**src/sv/srafd_pkg.sv**
```systemverilog
`timescale 1ns / 1ps
// Shared types, codes and result packing for the static route / ARP decision block.
// No dependencies; used by the top level, both checkers and the testbench.
package srafd_pkg;

    localparam int IN_W   = 256;
    localparam int OUT_W  = 104;
    localparam int MAC_W  = 48;
    localparam int IP_W   = 32;
    localparam int PORT_W = 4;
    localparam int ACT_W  = 3;
    localparam int SLOT_SPAN = 16;
    localparam logic [15:0] ETHERTYPE_IPV4 = 16'h0800;

    localparam logic [1:0] OP_LOCAL = 2'd0;
    localparam logic [1:0] OP_ROUTE = 2'd1;
    localparam logic [1:0] OP_ARP   = 2'd2;
    localparam logic [1:0] OP_FWD   = 2'd3;

    localparam logic [2:0] ACT_WRITTEN   = 3'd0;
    localparam logic [2:0] ACT_NOT_LOCAL = 3'd1;
    localparam logic [2:0] ACT_NOT_IPV4  = 3'd2;
    localparam logic [2:0] ACT_NO_ARP    = 3'd3;
    localparam logic [2:0] ACT_SELF      = 3'd4;
    localparam logic [2:0] ACT_UNICAST   = 3'd5;
    localparam logic [2:0] ACT_FLOOD     = 3'd6;
    localparam logic [2:0] ACT_FLOOD_0   = 3'd7;

    typedef enum logic [9:0] {
        ST_IDLE = 10'b00_0000_0001,
        ST_WR   = 10'b00_0000_0010,
        ST_L1   = 10'b00_0000_0100,
        ST_R1   = 10'b00_0000_1000,
        ST_A1   = 10'b00_0001_0000,
        ST_L2   = 10'b00_0010_0000,
        ST_FA   = 10'b00_0100_0000,
        ST_FG   = 10'b00_1000_0000,
        ST_FL   = 10'b01_0000_0000,
        ST_FE   = 10'b10_0000_0000
    } t_state;

    function automatic logic [OUT_W-1:0] pack_out(
        input logic [ACT_W-1:0]  action,
        input logic [PORT_W-1:0] port,
        input logic [MAC_W-1:0]  dmac,
        input logic [MAC_W-1:0]  smac
    );
        pack_out = {1'b0, smac, dmac, port, action};
    endfunction

endpackage

```
**src/sv/srafd_ram.sv**
```systemverilog
`timescale 1ns / 1ps
// Generic single-write, single-read RAM with registered read data.
// No dependencies.
module srafd_ram #(
    parameter int WIDTH = 8,
    parameter int DEPTH = 16
) (
    input  logic                                  i_clk,
    input  logic                                  i_we,
    input  logic [(DEPTH > 1 ? $clog2(DEPTH) : 1)-1:0] i_waddr,
    input  logic [WIDTH-1:0]                      i_wdata,
    input  logic [(DEPTH > 1 ? $clog2(DEPTH) : 1)-1:0] i_raddr,
    output logic [WIDTH-1:0]                      o_rdata
);
    logic [WIDTH-1:0] r_mem [DEPTH];
    logic [WIDTH-1:0] r_q;

    always_ff @(posedge i_clk) begin
        if (i_we) begin
            r_mem[i_waddr] <= i_wdata;
        end
        r_q <= r_mem[i_raddr];
    end

    assign o_rdata = r_q;
endmodule

```
**src/sv/srafd_cmp.sv**
```systemverilog
`timescale 1ns / 1ps
// Shared equality compare unit used by every table scan.
// No dependencies.
module srafd_cmp #(
    parameter int WIDTH = 48
) (
    input  logic             i_en,
    input  logic [WIDTH-1:0] i_a,
    input  logic [WIDTH-1:0] i_b,
    output logic             o_eq
);
    assign o_eq = i_en && (i_a == i_b);
endmodule

```
**src/sv/static_route_arp_forward_decision_top.sv**
```systemverilog
`timescale 1ns / 1ps
// Static route and ARP next-hop decision, top level with its scan sequencer.
// Depends on srafd_pkg, srafd_ram and srafd_cmp.
//
// The block holds three tables in RAM (local MACs, static routes, ARP entries) and takes
// one request at a time on the slave stream. A table-write request passes through the
// write state and answers one acknowledge. A forward request is resolved by linear scans
// through the tables, one entry per address phase and evaluate phase (the registered RAM
// read, then the shared compare unit): local MAC check, route by destination, ARP by
// gateway and a second local MAC check. When no route matches, the flood walk visits the
// first min(A,16) ARP entries; each valid one that is not the frame's source gets a
// gateway route scan and, on a match, a local scan. Each flood copy is held back one
// step so the final copy can carry tlast. Results leave through a single output
// register; the sequencer pauses on a stalled master side. Table contents need no
// clearing after reset: per-entry valid bits in flip-flops gate every match.
module static_route_arp_forward_decision_top #(
    parameter int LOCAL_ENTRIES = 16,
    parameter int ROUTE_ENTRIES = 16,
    parameter int ARP_ENTRIES   = 16
) (
    input  logic         i_clk,
    input  logic         i_rst_n,
    input  logic         i_s_tvalid,
    output logic         o_s_tready,
    // opcode, slot, key_ip, gateway_ip, mac_value, port_num, frame_dst_mac,
    // frame_type, frame_src_ip, frame_dst_ip (lowest bits first), zero padded
    input  logic [255:0] i_s_tdata,
    output logic         o_m_tvalid,
    input  logic         i_m_tready,
    // action, out_port, new_dst_mac, new_src_mac (lowest bits first), zero padded
    output logic [103:0] o_m_tdata,
    output logic         o_m_tlast
);
    localparam int LAW = (LOCAL_ENTRIES > 1) ? $clog2(LOCAL_ENTRIES) : 1;
    localparam int RAW = (ROUTE_ENTRIES > 1) ? $clog2(ROUTE_ENTRIES) : 1;
    localparam int AAW = (ARP_ENTRIES > 1) ? $clog2(ARP_ENTRIES) : 1;
    localparam int CW0 = (LAW > RAW) ? LAW : RAW;
    localparam int CW  = (CW0 > AAW) ? CW0 : AAW;
    localparam int FLOOD_N = (ARP_ENTRIES < srafd_pkg::SLOT_SPAN) ? ARP_ENTRIES
                                                                  : srafd_pkg::SLOT_SPAN;
    localparam int RWW = 2 * srafd_pkg::IP_W + srafd_pkg::PORT_W;
    localparam int AWW = srafd_pkg::IP_W + srafd_pkg::MAC_W;

    // sequencer state, request fields (key, gateway, MAC and port are reloaded by scans) and output register
    srafd_pkg::t_state r_state, n_state;
    logic              r_ph, n_ph;
    logic [CW-1:0]     r_idx, n_idx;
    logic [AAW-1:0]    r_fi, n_fi;
    logic [1:0]        r_op, n_op;
    logic [3:0]        r_slot, n_slot;
    logic [31:0]       r_key, n_key;
    logic [31:0]       r_gw, n_gw;
    logic [47:0]       r_amac, n_amac;
    logic [3:0]        r_port, n_port;
    logic [47:0]       r_dmac, n_dmac;
    logic [15:0]       r_ftype, n_ftype;
    logic [31:0]       r_sip, n_sip;
    logic [31:0]       r_dip, n_dip;
    logic              r_pend, n_pend;
    logic [3:0]        r_pport, n_pport;
    logic [47:0]       r_pmac, n_pmac;
    logic              r_ovalid, n_ovalid;
    logic [103:0]      r_odata, n_odata;
    logic              r_olast, n_olast;

    logic [LOCAL_ENTRIES-1:0] r_lv;
    logic [ROUTE_ENTRIES-1:0] r_rv;
    logic [ARP_ENTRIES-1:0]   r_av;

    logic [47:0]    lram_q;
    logic [RWW-1:0] rram_q;
    logic [AWW-1:0] aram_q;
    logic [LAW-1:0] l_i;
    logic [RAW-1:0] r_i;
    logic [AAW-1:0] a_i, a_rd;
    logic           l_last, r_last, a_last, fi_last;
    logic           out_free, in_acc;
    logic           l_we, r_we, a_we;
    logic           cmp_en, cmp_eq;
    logic [47:0]    cmp_a, cmp_b;
    logic [31:0]    rq_dest, rq_gw, aq_ip;
    logic [3:0]     rq_port;
    logic [47:0]    aq_mac;

    assign l_i = r_idx[LAW-1:0];
    assign r_i = r_idx[RAW-1:0];
    assign a_i = r_idx[AAW-1:0];
    assign a_rd = (r_state == srafd_pkg::ST_FA) ? r_fi : a_i;
    assign l_last  = (r_idx == CW'(LOCAL_ENTRIES - 1));
    assign r_last  = (r_idx == CW'(ROUTE_ENTRIES - 1));
    assign a_last  = (r_idx == CW'(ARP_ENTRIES - 1));
    assign fi_last = (r_fi == AAW'(FLOOD_N - 1));

    assign {rq_port, rq_gw, rq_dest} = rram_q;
    assign {aq_mac, aq_ip} = aram_q;

    assign out_free   = !r_ovalid || i_m_tready;
    assign o_s_tready = (r_state == srafd_pkg::ST_IDLE);
    assign in_acc     = i_s_tvalid && o_s_tready;
    assign o_m_tvalid = r_ovalid;
    assign o_m_tdata  = r_odata;
    assign o_m_tlast  = r_olast;

    // table writes land on the acknowledge cycle; out-of-range slots are dropped
    always_comb begin
        l_we = 1'b0;
        r_we = 1'b0;
        a_we = 1'b0;
        if (r_state == srafd_pkg::ST_WR && out_free) begin
            l_we = (r_op == srafd_pkg::OP_LOCAL) && (7'(r_slot) < 7'(LOCAL_ENTRIES));
            r_we = (r_op == srafd_pkg::OP_ROUTE) && (7'(r_slot) < 7'(ROUTE_ENTRIES));
            a_we = (r_op == srafd_pkg::OP_ARP)   && (7'(r_slot) < 7'(ARP_ENTRIES));
        end
    end

    srafd_ram #(.WIDTH(48), .DEPTH(LOCAL_ENTRIES)) u_local_ram (
        .i_clk(i_clk), .i_we(l_we), .i_waddr(LAW'(r_slot)), .i_wdata(r_amac),
        .i_raddr(l_i), .o_rdata(lram_q)
    );

    srafd_ram #(.WIDTH(RWW), .DEPTH(ROUTE_ENTRIES)) u_route_ram (
        .i_clk(i_clk), .i_we(r_we), .i_waddr(RAW'(r_slot)), .i_wdata({r_port, r_gw, r_key}),
        .i_raddr(r_i), .o_rdata(rram_q)
    );

    srafd_ram #(.WIDTH(AWW), .DEPTH(ARP_ENTRIES)) u_arp_ram (
        .i_clk(i_clk), .i_we(a_we), .i_waddr(AAW'(r_slot)), .i_wdata({r_amac, r_key}),
        .i_raddr(a_rd), .o_rdata(aram_q)
    );

    // operand select for the shared compare unit
    always_comb begin
        cmp_en = 1'b0;
        cmp_a  = '0;
        cmp_b  = '0;
        unique case (r_state)
            srafd_pkg::ST_L1: begin
                cmp_en = r_lv[l_i]; cmp_a = lram_q; cmp_b = r_dmac;
            end
            srafd_pkg::ST_L2, srafd_pkg::ST_FL: begin
                cmp_en = r_lv[l_i]; cmp_a = lram_q; cmp_b = r_amac;
            end
            srafd_pkg::ST_R1: begin
                cmp_en = r_rv[r_i]; cmp_a = {16'd0, rq_dest}; cmp_b = {16'd0, r_dip};
            end
            srafd_pkg::ST_FG: begin
                cmp_en = r_rv[r_i]; cmp_a = {16'd0, rq_gw}; cmp_b = {16'd0, r_key};
            end
            srafd_pkg::ST_A1: begin
                cmp_en = r_av[a_i]; cmp_a = {16'd0, aq_ip}; cmp_b = {16'd0, r_gw};
            end
            srafd_pkg::ST_FA: begin
                cmp_en = 1'b1; cmp_a = {16'd0, aq_ip}; cmp_b = {16'd0, r_sip};
            end
            default: begin
                cmp_en = 1'b0;
            end
        endcase
    end

    srafd_cmp #(.WIDTH(48)) u_cmp (
        .i_en(cmp_en), .i_a(cmp_a), .i_b(cmp_b), .o_eq(cmp_eq)
    );

    // sequencer: phase 0 presents the RAM address, phase 1 evaluates the entry
    always_comb begin
        n_state = r_state;
        n_ph    = r_ph;
        n_idx   = r_idx;
        n_fi    = r_fi;
        n_op    = r_op;
        n_slot  = r_slot;
        n_key   = r_key;
        n_gw    = r_gw;
        n_amac  = r_amac;
        n_port  = r_port;
        n_dmac  = r_dmac;
        n_ftype = r_ftype;
        n_sip   = r_sip;
        n_dip   = r_dip;
        n_pend  = r_pend;
        n_pport = r_pport;
        n_pmac  = r_pmac;
        n_ovalid = r_ovalid && !i_m_tready;
        n_odata = r_odata;
        n_olast = r_olast;

        unique case (r_state)
            srafd_pkg::ST_IDLE: begin
                if (in_acc) begin
                    n_op    = i_s_tdata[1:0];
                    n_slot  = i_s_tdata[5:2];
                    n_key   = i_s_tdata[37:6];
                    n_gw    = i_s_tdata[69:38];
                    n_amac  = i_s_tdata[117:70];
                    n_port  = i_s_tdata[121:118];
                    n_dmac  = i_s_tdata[169:122];
                    n_ftype = i_s_tdata[185:170];
                    n_sip   = i_s_tdata[217:186];
                    n_dip   = i_s_tdata[249:218];
                    n_idx   = '0;
                    n_ph    = 1'b0;
                    n_state = (i_s_tdata[1:0] == srafd_pkg::OP_FWD) ? srafd_pkg::ST_L1
                                                                    : srafd_pkg::ST_WR;
                end
            end
            srafd_pkg::ST_WR: begin
                if (out_free) begin
                    n_ovalid = 1'b1;
                    n_odata  = srafd_pkg::pack_out(srafd_pkg::ACT_WRITTEN, '0, '0, '0);
                    n_olast  = 1'b1;
                    n_state  = srafd_pkg::ST_IDLE;
                end
            end
            srafd_pkg::ST_FE: begin
                if (out_free) begin
                    n_ovalid = 1'b1;
                    n_olast  = 1'b1;
                    n_odata  = r_pend ? srafd_pkg::pack_out(srafd_pkg::ACT_FLOOD, r_pport,
                                                            r_pmac, r_dmac)
                                      : srafd_pkg::pack_out(srafd_pkg::ACT_FLOOD_0, '0, '0, '0);
                    n_state  = srafd_pkg::ST_IDLE;
                end
            end
            default: begin
                if (!r_ph) begin
                    n_ph = 1'b1;
                end else if (out_free) begin
                    n_ph = 1'b0;
                    unique case (r_state)
                        srafd_pkg::ST_L1: begin
                            if (cmp_eq) begin
                                if (r_ftype != srafd_pkg::ETHERTYPE_IPV4) begin
                                    n_ovalid = 1'b1;
                                    n_olast  = 1'b1;
                                    n_odata  = srafd_pkg::pack_out(srafd_pkg::ACT_NOT_IPV4,
                                                                   '0, '0, '0);
                                    n_state  = srafd_pkg::ST_IDLE;
                                end else begin
                                    n_idx   = '0;
                                    n_state = srafd_pkg::ST_R1;
                                end
                            end else if (l_last) begin
                                n_ovalid = 1'b1;
                                n_olast  = 1'b1;
                                n_odata  = srafd_pkg::pack_out(srafd_pkg::ACT_NOT_LOCAL,
                                                               '0, '0, '0);
                                n_state  = srafd_pkg::ST_IDLE;
                            end else begin
                                n_idx = r_idx + 1'b1;
                            end
                        end
                        srafd_pkg::ST_R1: begin
                            if (cmp_eq) begin
                                n_gw    = rq_gw;
                                n_port  = rq_port;
                                n_idx   = '0;
                                n_state = srafd_pkg::ST_A1;
                            end else if (r_last) begin
                                n_fi    = '0;
                                n_pend  = 1'b0;
                                n_state = srafd_pkg::ST_FA;
                            end else begin
                                n_idx = r_idx + 1'b1;
                            end
                        end
                        srafd_pkg::ST_A1: begin
                            if (cmp_eq) begin
                                n_amac  = aq_mac;
                                n_idx   = '0;
                                n_state = srafd_pkg::ST_L2;
                            end else if (a_last) begin
                                n_ovalid = 1'b1;
                                n_olast  = 1'b1;
                                n_odata  = srafd_pkg::pack_out(srafd_pkg::ACT_NO_ARP,
                                                               '0, '0, '0);
                                n_state  = srafd_pkg::ST_IDLE;
                            end else begin
                                n_idx = r_idx + 1'b1;
                            end
                        end
                        srafd_pkg::ST_L2: begin
                            if (cmp_eq) begin
                                n_ovalid = 1'b1;
                                n_olast  = 1'b1;
                                n_odata  = srafd_pkg::pack_out(srafd_pkg::ACT_SELF,
                                                               '0, '0, '0);
                                n_state  = srafd_pkg::ST_IDLE;
                            end else if (l_last) begin
                                n_ovalid = 1'b1;
                                n_olast  = 1'b1;
                                n_odata  = srafd_pkg::pack_out(srafd_pkg::ACT_UNICAST,
                                                               r_port, r_amac, r_dmac);
                                n_state  = srafd_pkg::ST_IDLE;
                            end else begin
                                n_idx = r_idx + 1'b1;
                            end
                        end
                        srafd_pkg::ST_FA: begin
                            // skip invalid entries and the frame's own source
                            if (r_av[r_fi] && !cmp_eq) begin
                                n_key   = aq_ip;
                                n_amac  = aq_mac;
                                n_idx   = '0;
                                n_state = srafd_pkg::ST_FG;
                            end else if (fi_last) begin
                                n_state = srafd_pkg::ST_FE;
                            end else begin
                                n_fi = r_fi + 1'b1;
                            end
                        end
                        srafd_pkg::ST_FG: begin
                            if (cmp_eq) begin
                                n_port  = rq_port;
                                n_idx   = '0;
                                n_state = srafd_pkg::ST_FL;
                            end else if (r_last) begin
                                n_fi    = r_fi + 1'b1;
                                n_state = fi_last ? srafd_pkg::ST_FE : srafd_pkg::ST_FA;
                            end else begin
                                n_idx = r_idx + 1'b1;
                            end
                        end
                        srafd_pkg::ST_FL: begin
                            if (cmp_eq || l_last) begin
                                if (!cmp_eq) begin
                                    // qualified: release the held copy, hold this one
                                    if (r_pend) begin
                                        n_ovalid = 1'b1;
                                        n_olast  = 1'b0;
                                        n_odata  = srafd_pkg::pack_out(srafd_pkg::ACT_FLOOD,
                                                                       r_pport, r_pmac, r_dmac);
                                    end
                                    n_pend  = 1'b1;
                                    n_pport = r_port;
                                    n_pmac  = r_amac;
                                end
                                n_fi    = r_fi + 1'b1;
                                n_state = fi_last ? srafd_pkg::ST_FE : srafd_pkg::ST_FA;
                            end else begin
                                n_idx = r_idx + 1'b1;
                            end
                        end
                        default: begin
                            n_state = srafd_pkg::ST_IDLE;
                        end
                    endcase
                end
            end
        endcase
    end

    always_ff @(posedge i_clk) begin
        if (!i_rst_n) begin
            r_state  <= srafd_pkg::ST_IDLE;
            r_ph     <= 1'b0;
            r_pend   <= 1'b0;
            r_ovalid <= 1'b0;
            r_lv     <= '0;
            r_rv     <= '0;
            r_av     <= '0;
        end else begin
            r_state  <= n_state;
            r_ph     <= n_ph;
            r_pend   <= n_pend;
            r_ovalid <= n_ovalid;
            if (l_we) r_lv[LAW'(r_slot)] <= 1'b1;
            if (r_we) r_rv[RAW'(r_slot)] <= 1'b1;
            if (a_we) r_av[AAW'(r_slot)] <= 1'b1;
        end
    end

    always_ff @(posedge i_clk) begin
        r_idx   <= n_idx;
        r_fi    <= n_fi;
        r_op    <= n_op;
        r_slot  <= n_slot;
        r_key   <= n_key;
        r_gw    <= n_gw;
        r_amac  <= n_amac;
        r_port  <= n_port;
        r_dmac  <= n_dmac;
        r_ftype <= n_ftype;
        r_sip   <= n_sip;
        r_dip   <= n_dip;
        r_pport <= n_pport;
        r_pmac  <= n_pmac;
        r_odata <= n_odata;
        r_olast <= n_olast;
    end
endmodule

```
**config.mk**
```make
export PLATFORM = sky130hd
export DESIGN_NAME = static_route_arp_forward_decision_top
export DESIGN_NICKNAME = d
export VERILOG_FILES = /design/src/sv/srafd_pkg.sv /design/src/sv/srafd_ram.sv /design/src/sv/srafd_cmp.sv /design/src/sv/static_route_arp_forward_decision_top.sv
export SDC_FILE = /design/constraint.sdc
export NUM_CORES = 2
export LEC_CHECK = 0
export BUFFER_PORTS_ARGS = -buffer_cell sky130_fd_sc_hd__buf_2
export CAP_MARGIN = 20
export CORE_MARGIN = 1.5
export CORE_UTILIZATION = 50
export DETAILED_ROUTE_END_ITERATION = 6
export GPL_TIMING_DRIVEN = 0
export PLACE_DENSITY = 0.69
export SYNTH_ARGS = -nofsm -noshare
export SYNTH_HDL_FRONTEND = slang
export SYNTH_SLANG_ARGS = --single-unit
```
**constraint.sdc**
```tcl
create_clock -name i_clk -period 8.95 [get_ports i_clk]
set_clock_uncertainty 0.15 [all_clocks]
set_input_delay 0.4475 -clock i_clk [delete_from_list [all_inputs] [get_ports i_clk]]
set_output_delay 0.4475 -clock i_clk [all_outputs]
set_load 0.05 [all_outputs]
```
==> results.py <==
metrics = {
    "run_status": {
        "status": "finished, violations left",
        "violations": "DRC",
    },
    "cts": {
        "cts.clk_slew.worst_paths_ns": 0.07,
        "cts_buffer_depth": 4,
        "cts_root_buf": "clkbuf_16",
        "cts_tree": "done",
        "htree_levels": 5,
        "cts_resized": 0,
        "clock-sinks": 3807,
        "numCtsBuffers": 385,
        "postCtsSetupBuffers": 0,
        "insertion_delay_ns": 0.98,
        "cts_hold_buf": 254,
    },
    "synthesis": {
        "synth_cell_types": 80,
        "syn_inst": 7959,
        "yosys-top-cells-area": "edfxtp_1 (74%), mux4_2 (9.3%), dfxtp_1 (3.6%)",
        "yosys.area.top_type": "edfxtp_1",
        "ys_warn_count": 0,
        "synth_area_um2": 145000,
        "synth_top_area_share_pct": 73.7,
        "synth_nets": 8221,
        "synthFlopType": "edfxtp_1",
        "ys_ff_latch": 3807,
        "synth_edf_count": 3550,
        "async_flop_share_pct": 0,
        "syn_area_per_cell_um2": 18.2,
        "ys_seq_area_share_pct": 77.2,
    },
    "timing": {
        "timing.hold.ws_ns": 0.0379,
        "finalHoldViolCount": 0,
        "final-max-slew-violation-count": 0,
        "fmax_mhz": 133,
        "fin_tns_setup_ns": 0,
        "worst_pin_slew_ns": 1.24,
        "rsz0062_at_grt": "no",
        "period_share_pct": 83.9,
        "setup_ws_ns": 1.44,
        "slew_headroom_pct": 17.5,
        "setup_viol": 0,
        "period_needed_ns": 7.51,
    },
    "pwr": {
        "leakagePower_nw": 56.7,
        "peakVddDrop_v": 0.000343,
        "switchingPower_mw": 21.4,
        "p_total_mw": 60.3,
        "clock_power_share_pct": 26.7,
        "swShare_pct": 35.4,
        "p_int_mw": 39.0,
        "pwr-share-seq_pct": 43.0,
        "powerDensity_nw_per_um2": 348,
        "comb_power_share_pct": 30.3,
    },
    "final_layout": {
        "drive_gt1_share_pct": 20.6,
        "final_cell_mix": "edfxtp_1 (3550), nand2_1 (1049), mux4_2 (597)",
        "syn2layout_area_growth_pct": 20.0,
        "utilization_pct": 60.3,
        "final_area_um2": 174000,
        "fin_cells": 13400,
        "final_common_cell": "edfxtp_1",
        "nets": 9522,
    },
    "global_route": {
        "antenna_found_initial": 47,
        "grt_start_max_net_pins": 75,
        "grt_pass1_vias": 83700,
        "grt_usage_pct": 31.2,
        "grt_overflow": 0,
        "grt_pass1_wl_mm": 635,
    },
    "critical_path": {
        "critPathKind": "flip-flop to flip-flop",
        "crit_chain": "buf_2, nor2b_1, buf_6, clkbuf_1, clkbuf_1, nand3_1, o221ai_1, nand2_1, nor4bb_1, nand3_1, nor4_1, and4bb_1, buf_4, nor2_2, or2_1, clkbuf_1, and2_1",
        "critical_path_arrival_ns": 8.16,
        "worst_setup_path_end_kind": "flip-flop",
        "worstSetupStartpointType": "flip-flop",
        "critPathSlowestCell": "clkbuf_1",
        "crit_top_cell": "clkbuf_1",
        "crit_fanout": 10,
        "cpPeakStageDelay_ns": 0.88,
        "cp.required_ns": 9.60,
    },
    "floorplan": {
        "ios": 367,
        "row_count": 197,
        "chipHeight_um": 541,
        "die_width_um": 541,
        "core_um2": 288000,
        "die_area_um2": 293000,
        "initial_core_util_pct": 50.2,
    },
    "placement": {
        "place.gp.congestion": 0.996,
        "io_buffer_count": 359,
        "post_dp_cell_area_um2": 158000,
        "hpwl_mm": 317,
        "place_ws_ns": 1.84,
        "dpl.cell_count": 12400,
    },
    "drt": {
        "drc": 3,
        "dr_total_vias": 85400,
        "initialDrtViolationCount": 13400,
        "drtAntennaViolNets": 0,
        "wl_per_cell_um": 34.5,
        "viasPerCell": 6.38,
        "first_pass_iters": 7,
        "wirelength_mm": 462,
    },
    "worst_hold_path": {
        "hold_path_class": "input pin to flip-flop",
    },
    "flow_run": {
        "max-cap-violations": 0,
    },
}
==> power by group through the flow <==
| stage | Sequential, mW | Combinational, mW | Clock (mW) |
|---|---|---|---|
| 3_5_place_dp | 26.2 | 17.4 | 0 |
| 4_1_cts | 25.8 | 17.6 | 16.2 |
| 3_3_place_gp | 27.7 | 14.1 | 0 |
| 2_1_floorplan | 25.0 | 8.84 | 0 |
| 5_1_grt | 25.9 | 19.0 | 16.9 |
| 6_report | 25.9 | 18.3 | 16.1 |
==> worst max-delay path: cells and delay by family (launching register included) <==
kind	cells	cell delay (ns)
AOI/OAI and AO/OA	1	0.36
buffers and inverters	6	3.26
DFF	1	0.34
and+or+nand+nor	10	3.19
==> cells in the mapped netlist (14+ instances only) <==
cell,n
mux4_2,597
buf_1,64
a22o_1,99
a211oi_1,416
a31oi_1,167
clkbuf_1,407
o21ai_0,21
xnor2_1,28
a221oi_1,33
nor2_1,175
buf_2,26
dfxtp_1,257
o22ai_1,19
nand2_1,1049
and2_1,370
a21oi_1,187
xor2_1,14
nand3_1,32
a22oi_1,64
edfxtp_1,3550
a311oi_1,162
==> logic make-up (layout without fill, tap and decap cells) <==
kind of cell,Yosys count,after routing,share of synthesized area (%)
XOR/XNOR,42,42,0.254
AND/OR/NAND/NOR,1747,1747,5.51
flip-flops,3807,3807,77.2
buffers and inverters,525,2152,1.44
adder cells (fa/ha/maj),2,2,0.0173
other,1,16,0.00259
AO/OA/AOI/OAI,1232,1232,6.19
multiplexers,603,603,9.34
==> registers in the layout, summed over array words and instances, names as in the netlist, 68 cells and up <==
register             count
u_arp_ram.r_mem       1280
u_route_ram.o_rdata     68
o_m_tdata              103
u_local_ram.r_mem      768
u_arp_ram.o_rdata       80
u_route_ram.r_mem     1088
==> per-layer routing <==
metal,global-route usage [%],part of all wire [%],up-vias
met5,0,0.031,-
met1,40.8,36,43700
li1,-,-,34600
met2,47.4,45,5936
met4,19.1,7.1,16
met3,7.73,12,1101
==> layout make-up <==
class	count	area, µm²
antenna	15	37.5
inverter	13	53.8
clock buffer	527	10700
sequential	3807	112000
clock inverter	186	2040
tap	3781	4730
fill	20100	114000
buffer	512	2070
timing repair buffer	914	11000
multi-input combinational	3627	31300
==> final timing paths <==
path | from | endpoint | slack [ns] | cells after the start
worst max-delay path | r_state[2]$_SDFFE_PN0P_ | o_m_tdata[77]$_DFFE_PP_ | 1.44 | 17
worst min-delay path | i_s_tdata[157] | r_dmac[35]$_DFFE_PP_ | 0.04 | 2
worst max register to register | r_state[2]$_SDFFE_PN0P_ | o_m_tdata[77]$_DFFE_PP_ | 1.44 | 17
worst min register to register | r_rv[11]$_SDFFE_PN0P_ | r_rv[11]$_SDFFE_PN0P_ | 0.32 | 2
(Power assumes the default switching activity.)
